`config.mk`:
```
export PLATFORM = sky130hd
export DESIGN_NAME = chm_ctrl
export DESIGN_NICKNAME = d
export VERILOG_FILES = /design/src/rtl/chm_pkg.sv /design/src/rtl/chm_store.sv /design/src/rtl/chm_ctrl.sv
export VERILOG_INCLUDE_DIRS = /design/src /design/src/rtl
export SDC_FILE = /design/constraint.sdc
export NUM_CORES = 2
export LEC_CHECK = 0
export ABC_AREA = 1
export BUFFER_PORTS_ARGS = -buffer_cell sky130_fd_sc_hd__buf_2
export CORE_ASPECT_RATIO = 0.8
export CORE_MARGIN = 8
export CORE_UTILIZATION = 55
export DETAILED_ROUTE_END_ITERATION = 6
export PLACE_DENSITY_LB_ADDON = 0.15
export SLEW_MARGIN = 20
export SYNTH_ARGS = -nofsm -noshare
export SYNTH_HDL_FRONTEND = slang
export SYNTH_SLANG_ARGS = --single-unit
```
`constraint.sdc`:
```
create_clock -name clk -period 16.36 [get_ports clk]
set_input_delay 0 -clock clk [delete_from_list [all_inputs] [get_ports clk]]
set_output_delay 0 -clock clk [all_outputs]
set_load 0.01 [all_outputs]
```
`src/rtl/cache_hit_miss_model_assert.svh`:
```
// assertion macros for the cache model
`ifndef CACHE_HIT_MISS_MODEL_ASSERT_SVH
`define CACHE_HIT_MISS_MODEL_ASSERT_SVH
`ifndef SYNTHESIS
`define CHM_ASSERT(label, clk, rst_n, prop, msg) \
  label: assert property (@(posedge clk) disable iff (!rst_n) prop) else $error(msg);
`define CHM_ASSERT_NR(label, clk, prop, msg) \
  label: assert property (@(posedge clk) prop) else $error(msg);
`else
`define CHM_ASSERT(label, clk, rst_n, prop, msg)
`define CHM_ASSERT_NR(label, clk, prop, msg)
`endif
`endif

```
`src/rtl/chm_pkg.sv`:
```
package chm_pkg;
  localparam int LINES = 64;
  localparam int LW = 6;
  localparam int SW = 5;
  localparam logic [1:0] MODE_DM = 2'd0;
  localparam logic [1:0] MODE_2W = 2'd1;
  localparam logic [1:0] REG_MODE = 2'd0;
  localparam logic [1:0] REG_OFFSET = 2'd1;
  localparam logic [1:0] REG_SET = 2'd2;
  localparam logic [LW-1:0] AGE_MAX = '1;

  typedef struct packed {
    logic [1:0] mode;
    logic [4:0] offset_bits;
    logic [2:0] set_bits;
  } cfg_t;
endpackage

```
`src/rtl/chm_store.sv`:
```
// line memory: tag and age per line, one read and one write port
module chm_store (
  input  logic                    clk,
  input  logic [chm_pkg::LW-1:0]  raddr,
  output logic [31:0]             rtag,
  output logic [chm_pkg::LW-1:0]  rage,
  input  logic                    we,
  input  logic [chm_pkg::LW-1:0]  waddr,
  input  logic                    wtag_en,
  input  logic [31:0]             wtag,
  input  logic                    wage_en,
  input  logic [chm_pkg::LW-1:0]  wage
);
  logic [31:0] tag_mem [chm_pkg::LINES];
  logic [chm_pkg::LW-1:0] age_mem [chm_pkg::LINES];

  always_ff @(posedge clk) begin
    rtag <= tag_mem[raddr];
    rage <= age_mem[raddr];
    if (we && wtag_en) tag_mem[waddr] <= wtag;
    if (we && wage_en) age_mem[waddr] <= wage;
  end
endmodule

```
`src/rtl/chm_ctrl.sv`:
```
// sequencer: lookup, fill and aging passes over the line memory
`include "cache_hit_miss_model_assert.svh"
module chm_ctrl (
  input  logic                   clk,
  input  logic                   rst_n,
  input  chm_pkg::cfg_t          cfg,
  input  logic                   start,
  input  logic [31:0]            address,
  output logic                   busy,
  output logic                   done,
  output logic                   hit,
  output logic [5:0]             line_index,
  output logic [31:0]            hit_total,
  output logic [31:0]            miss_total
);
  localparam logic [2:0] S_IDLE = 3'd0;
  localparam logic [2:0] S_SCAN = 3'd1;
  localparam logic [2:0] S_LAST = 3'd2;
  localparam logic [2:0] S_AGE  = 3'd3;
  localparam logic [2:0] S_AGEL = 3'd4;
  localparam logic [2:0] S_DONE = 3'd5;
  localparam logic [2:0] S_AGE0 = 3'd6;

  logic [2:0] st_r;
  logic [31:0] blk_r;
  logic [1:0] mode_r;
  logic [chm_pkg::LW-1:0] base_r, cnt_r, last_r, rd_r, line_r, lim_r;
  logic [chm_pkg::LW-1:0] maxl_r, maxa_r, inv_r;
  logic inv_f_r, hit_r, all_r;
  logic [chm_pkg::LINES-1:0] valid_r;
  logic [chm_pkg::LINES/2-1:0] lru_r;
  logic [31:0] hc_r, mc_r;

  logic [chm_pkg::LW-1:0] raddr, waddr, wage;
  logic [31:0] rtag;
  logic [chm_pkg::LW-1:0] rage;
  logic we, wtag_en, wage_en;

  chm_store u_store (
    .clk(clk), .raddr(raddr), .rtag(rtag), .rage(rage), .we(we), .waddr(waddr),
    .wtag_en(wtag_en), .wtag(blk_r), .wage_en(wage_en), .wage(wage)
  );

  logic [31:0] blk_in, setf;
  logic [chm_pkg::LW-1:0] s_in;
  assign blk_in = 32'((64'(address)) >> cfg.offset_bits);
  assign setf = blk_in & ((32'd1 << cfg.set_bits) - 32'd1);
  assign s_in = setf[chm_pkg::LW-1:0];

  // first line read for a new request
  logic [chm_pkg::LW-1:0] first_l;
  always_comb begin
    if (cfg.mode == chm_pkg::MODE_DM) first_l = s_in;
    else if (cfg.mode == chm_pkg::MODE_2W) first_l = {s_in[chm_pkg::SW-1:0], 1'b0};
    else first_l = '0;
  end

  logic match;
  assign match = valid_r[rd_r] && (rtag == blk_r);

  logic fa;
  assign fa = (mode_r != chm_pkg::MODE_DM) && (mode_r != chm_pkg::MODE_2W);

  logic [chm_pkg::LW-1:0] fill_l;
  always_comb begin
    if (fa) fill_l = inv_f_r ? inv_r : maxl_r;
    else if (mode_r == chm_pkg::MODE_DM) fill_l = base_r;
    else if (!valid_r[base_r]) fill_l = base_r;
    else if (!valid_r[base_r | 6'd1]) fill_l = base_r | 6'd1;
    else fill_l = lru_r[base_r[chm_pkg::LW-1:1]] ? base_r : (base_r | 6'd1);
  end

  // the read address leads the compare, as the line memory read is registered
  always_comb begin
    raddr = cnt_r;
    if (st_r == S_IDLE) raddr = first_l;
    else if (st_r == S_DONE) raddr = '0;
    we = 1'b0; waddr = line_r; wtag_en = 1'b0; wage_en = 1'b0; wage = '0;
    if (st_r == S_AGE || st_r == S_AGEL) begin
      waddr = rd_r;
      if (rd_r != line_r && valid_r[rd_r] && rage != chm_pkg::AGE_MAX &&
          (all_r || rage < lim_r)) begin
        we = 1'b1; wage_en = 1'b1; wage = rage + 6'd1;
      end
    end else if (st_r == S_AGE0) begin
      we = 1'b1; wage_en = 1'b1; wage = '0;
      wtag_en = !hit_r;
    end else if (st_r == S_DONE && !hit_r && !fa) begin
      // a line filled for the first time starts at age zero
      we = 1'b1; wtag_en = 1'b1; waddr = fill_l;
      wage_en = !valid_r[fill_l];
    end
  end

  always_ff @(posedge clk) begin
    if (!rst_n) begin
      st_r <= S_IDLE; valid_r <= '0; lru_r <= '0; hc_r <= '0; mc_r <= '0;
    end else begin
      case (st_r)
        S_IDLE: if (start) begin
          blk_r <= blk_in; mode_r <= cfg.mode;
          inv_f_r <= 1'b0; hit_r <= 1'b0; maxa_r <= '0; maxl_r <= '0;
          if (cfg.mode == chm_pkg::MODE_DM) begin
            base_r <= s_in[chm_pkg::LW-1:0] & 6'h3f; cnt_r <= s_in[chm_pkg::LW-1:0];
            last_r <= s_in[chm_pkg::LW-1:0];
            rd_r <= s_in[chm_pkg::LW-1:0];
            st_r <= S_LAST;
          end else if (cfg.mode == chm_pkg::MODE_2W) begin
            base_r <= {s_in[chm_pkg::SW-1:0], 1'b0};
            cnt_r <= {s_in[chm_pkg::SW-1:0], 1'b1};
            rd_r <= {s_in[chm_pkg::SW-1:0], 1'b0};
            last_r <= {s_in[chm_pkg::SW-1:0], 1'b1};
            st_r <= S_SCAN;
          end else begin
            cnt_r <= 6'd1; rd_r <= '0; last_r <= '1; st_r <= S_SCAN;
          end
        end
        S_SCAN, S_LAST: begin
          if (!hit_r) begin
            if (match) begin
              hit_r <= 1'b1; line_r <= rd_r; lim_r <= rage;
            end else begin
              if (!valid_r[rd_r] && !inv_f_r) begin
                inv_f_r <= 1'b1; inv_r <= rd_r;
              end
              if (rage > maxa_r || rd_r == '0) begin
                maxa_r <= rage; maxl_r <= rd_r;
              end
            end
          end
          rd_r <= cnt_r; cnt_r <= cnt_r + 6'd1;
          if (st_r == S_LAST || rd_r == last_r) st_r <= S_DONE;
          else if (cnt_r == last_r) st_r <= S_LAST;
        end
        S_DONE: begin
          if (!hit_r) line_r <= fill_l;
          if (fa) begin
            all_r <= !hit_r;
            cnt_r <= 6'd1; rd_r <= '0; st_r <= S_AGE;
          end else begin
            if (mode_r == chm_pkg::MODE_2W)
              lru_r[base_r[chm_pkg::LW-1:1]] <= hit_r ? line_r[0] : fill_l[0];
            if (!hit_r) valid_r[fill_l] <= 1'b1;
            st_r <= S_IDLE;
          end
        end
        S_AGE: begin
          rd_r <= cnt_r; cnt_r <= cnt_r + 6'd1;
          if (cnt_r == '1) st_r <= S_AGEL;
        end
        S_AGEL: st_r <= S_AGE0;
        S_AGE0: begin
          if (!hit_r) valid_r[line_r] <= 1'b1;
          st_r <= S_IDLE;
        end
        default: st_r <= S_IDLE;
      endcase
      if (done) begin
        if (hit_r && hc_r != '1) hc_r <= hc_r + 32'd1;
        if (!hit_r && mc_r != '1) mc_r <= mc_r + 32'd1;
      end
    end
  end

  // result strobe: end of a short access, or the final age write
  assign done = (st_r == S_AGE0) || (st_r == S_DONE && !fa);
  assign busy = (st_r != S_IDLE);
  assign hit = hit_r;
  assign line_index = (st_r == S_AGE0) ? line_r : (hit_r ? line_r : fill_l);
  assign hit_total = (hit_r && hc_r != '1) ? hc_r + 32'd1 : hc_r;
  assign miss_total = (!hit_r && mc_r != '1) ? mc_r + 32'd1 : mc_r;

  `CHM_ASSERT(a_busy_start, clk, rst_n, (start && !busy) |=> busy, "start not taken")
  `CHM_ASSERT(a_done_busy, clk, rst_n, done |-> busy, "done while idle")
  `CHM_ASSERT(a_done_idle, clk, rst_n, done |=> !busy, "busy after done")
  `CHM_ASSERT_NR(a_reset, clk, !rst_n |=> !busy, "busy after reset")
endmodule

```
==> flow_metrics.py <==
metrics = {
    "run": {
        "max-cap-violations": 0,
    },
    "clock_network": {
        "clkTransAtPathRegs_ps": 60,
        "clk_latency_ps": 870,
        "cts_sinks": 2724,
        "htree_levels": 5,
        "cts-resized-gates": 0,
        "root_buffer": "clkbuf_16",
        "postCtsSetupBuffers": 0,
        "cts_buffers": 275,
        "cts_tree": "done",
        "clock_path_buffers": 4,
    },
    "min_path": {
        "min_delay_path_depth": 8,
        "hold_path.class": "input port to register",
    },
    "synth": {
        "async_reset_ff_share_pct": 0,
        "ys_warn_count": 0,
        "synth_area_leaders": "edfxtp_1, nand2_1, nand3_1",
        "syn_area_um2": 116000,
        "syn_inst": 10720,
        "yosys_register_bits": 2724,
        "ys_seq_area_share_pct": 68.76,
        "synthFlopType": "edfxtp_1",
        "synth_top_area_cell": "edfxtp_1",
        "yosys.area.top_type_share_pct": 65.29,
        "synth.most_common_cell": "nand2_1",
        "postSynthAreaPerCell_um2": 10.83,
        "synth-edff-count": 2523,
        "synth.top_cells.by_count": "nand2_1, edfxtp_1, nand3_1",
        "synth_cell_type_count": 64,
        "syn_nets": 10780,
    },
    "timing": {
        "final-hold-violation-count": 0,
        "slew_headroom_pct": 14.57,
        "timing.fmax_mhz": 112.8,
        "layout_setup_ws_ps": 7498,
        "min_period_ps": 8862,
        "fin_hold_ws_ps": 45.99,
        "max_slew.worst_pin.slew_ps": 1281,
        "rsz0062_at_grt": "no",
        "finalSetupViolations": 0,
        "period_share_pct": 54.17,
        "fin_skew_ps": 61.37,
        "fin_setup_tns_ps": 0,
        "slew_violations": 0,
    },
    "critical_path": {
        "cp-end-kind": "register",
        "required_ps": 17160,
        "rr_worst_depth": 18,
        "crit_type": "input port to register",
        "path_max_fanout": 187,
        "startpoint_type": "input port",
        "cp.arrival_ps": 9660,
    },
    "grt": {
        "grt_pass1_vias": 79860,
        "overflow": 0,
        "grt_antenna_before_repair": 11,
        "grt_max_degree": 223,
        "grt_first_pass_wirelength_um": 541300,
        "grtUsageTotal_pct": 32.24,
    },
    "floorplanning": {
        "die_area_um2": 226000,
        "io_pins": 118,
        "die_height_um": 426.8,
        "die_x_um": 529.5,
        "core-area_um2": 209300,
        "start_util_pct": 55.45,
        "rows": 150,
    },
    "layout": {
        "area_growth_syn_to_layout_pct": 10.77,
        "nets": 10770,
        "drive_gt1_share_pct": 7.703,
        "fill_cells": 16570,
    },
    "power_and_ir_drop": {
        "leakagePower_nw": 46.55,
        "p_sw_share_pct": 42.27,
        "power_frac_seq_pct": 33.4,
        "powerDensity_nw_per_um2": 185.4,
        "power_frac_comb_pct": 40.3,
        "internal_power_mw": 13.76,
        "p_clk_share_pct": 26.3,
        "p_sw_mw": 10.07,
        "peakVddDrop_mv": 0.2021,
    },
    "run_status": {
        "status": "finished, violations left",
        "violations": "design-rule violations",
    },
    "route": {
        "drtAntennaViolNets": 0,
        "drt-vias-per-instance": 6.272,
        "routed_wl_um": 375800,
        "drtIter0Drc": 13730,
        "first_pass_iters": 7,
        "wire_per_inst_um": 27.36,
        "vias": 86130,
        "drc_errors": 6,
    },
    "place": {
        "dp_slack_ps": 8343,
        "hpwl_um": 201700,
        "place.gp.congestion": 0.9471,
        "io_buffers": 117,
    },
}
## placed cells by master, fill, tap and decap left out, drive strengths merged, types with 2 or more instances in the layout
cell type / instances
dfxtp: 201
or2: 7
clkinv: 95
nor2: 314
o21bai: 42
dlygate4sd3: 71
ha: 16
a21oi: 148
o21a: 15
clkbuf: 370
nor4: 15
nand2: 3255
xor2: 59
a22oi: 6
o22ai: 57
mux2i: 2
a311oi: 2
bufinv: 23
nand3b: 2
a21boi: 3
a211oi: 4
nand4: 141
a31oi: 6
o211ai: 36
nand3: 2440
clkinvlp: 4
and3: 2
o21ai: 278
nor3: 46
xnor2: 25
buf: 322
edfxtp: 2523
diode: 2
a221oi: 5
inv: 371
## routing by layer
| metal | track usage (%) | share of wire, % |
|---|---|---|
| met5 | 0 | 0.0035 |
| met4 | 11.41 | 3.9 |
| met3 | 9.076 | 14 |
| met2 | 46.84 | 42 |
| met1 | 46.72 | 39 |
## worst max-delay path: stages
cell	delay, ps
dlygate4sd3_1	520
buf_2	420
nand3_1	140
dlygate4sd3_1	580
nand2_1	60
dlygate4sd3_1	570
o211ai_1	90
nand3_1	110
dlygate4sd3_1	580
nand2_2	130
nand3_4	80
buf_4	890
nand2_8	700
inv_8	800
buf_12	590
buf_4	850
buf_4	860
nand2_1	130
nand3_1	130
nand3_1	80
nand3_1	310
nand3_1	160
nand2_1	100
nand2_1	60
nand2_1	80
## registers in the layout, summed over array words and instances, names as in the netlist, 3 cells and up
register         flops
maxl_r               6
base_r               6
maxa_r               6
inv_r                6
st_r                 3
blk_r               32
u_store.age_mem    384
hc_r                32
rd_r                 6
valid_r             64
lim_r                6
u_store.tag_mem   2048
mc_r                32
cnt_r                6
u_store.rage         6
u_store.rtag        32
lru_r               32
last_r               6
line_r               6
## metrics by stage
stage / utilization, % / cells / instance area (µm²) / power (mW)
3_3_place_gp: 56.87 / 13170 / 119000 / 17.24
4_1_cts: 61.41 / 13730 / 128500 / 23.54
3_5_place_dp: 56.88 / 13170 / 119000 / 17.32
2_1_floorplan: - / 10720 / 116000 / 13.97
6_report: 61.42 / 13730 / 128500 / 23.83
5_1_grt: 61.42 / 13730 / 128500 / 24.71
## what timing repair did
item,in CTS,in global routing
endpoints found under the hold margin,187,0
endpoints found under the setup margin,0,0
hold buffers,71,0
## power by group through the flow
stage	combinational (mW)	clock, mW	sequential (mW)
floorplan	5.85	0	8.12
global placement	9.13	0	8.11
detailed placement	9.21	0	8.11
CTS	9.27	6.31	7.96
global route	10.2	6.56	7.97
finish	9.60	6.27	7.97
## kinds of logic after synthesis
group	Yosys count	synth area share (%)
xor gates and xnor gates	84	0.6340
adders and majority gates	16	0.1725
buffers and inverters	1056	4.068
muxes	2	0.01725
AOI/OAI and AO/OA	611	3.014
DFF	2724	68.76
and+or+nand+nor	6225	23.33
## final timing paths
check / start / end / slack, ps
setup / recovery: cfg[4] / u_store.rtag[12] / 7500
hold / removal: address[13] / blk_r[9] / 50
setup reg to reg: st_r[2] / u_store.rtag[12] / 8420
hold reg to reg: valid_r[46] / valid_r[46] / 500
## cell type report
cell class | count | area, µm² | share of cell area [%]
flip-flops and latches | 2724 | 79790 | 62.07
multi-input cells | 6938 | 32060 | 24.94
clock buffers | 370 | 7582 | 5.899
well taps | 2812 | 3518 | 2.737
repair buffers | 393 | 2939 | 2.287
inverters | 372 | 1444 | 1.123
clock inverters | 121 | 1197 | 0.9316
diodes | 2 | 5.005 | 0.003894
No activity file was read; power rests on OpenSTA's default activity.
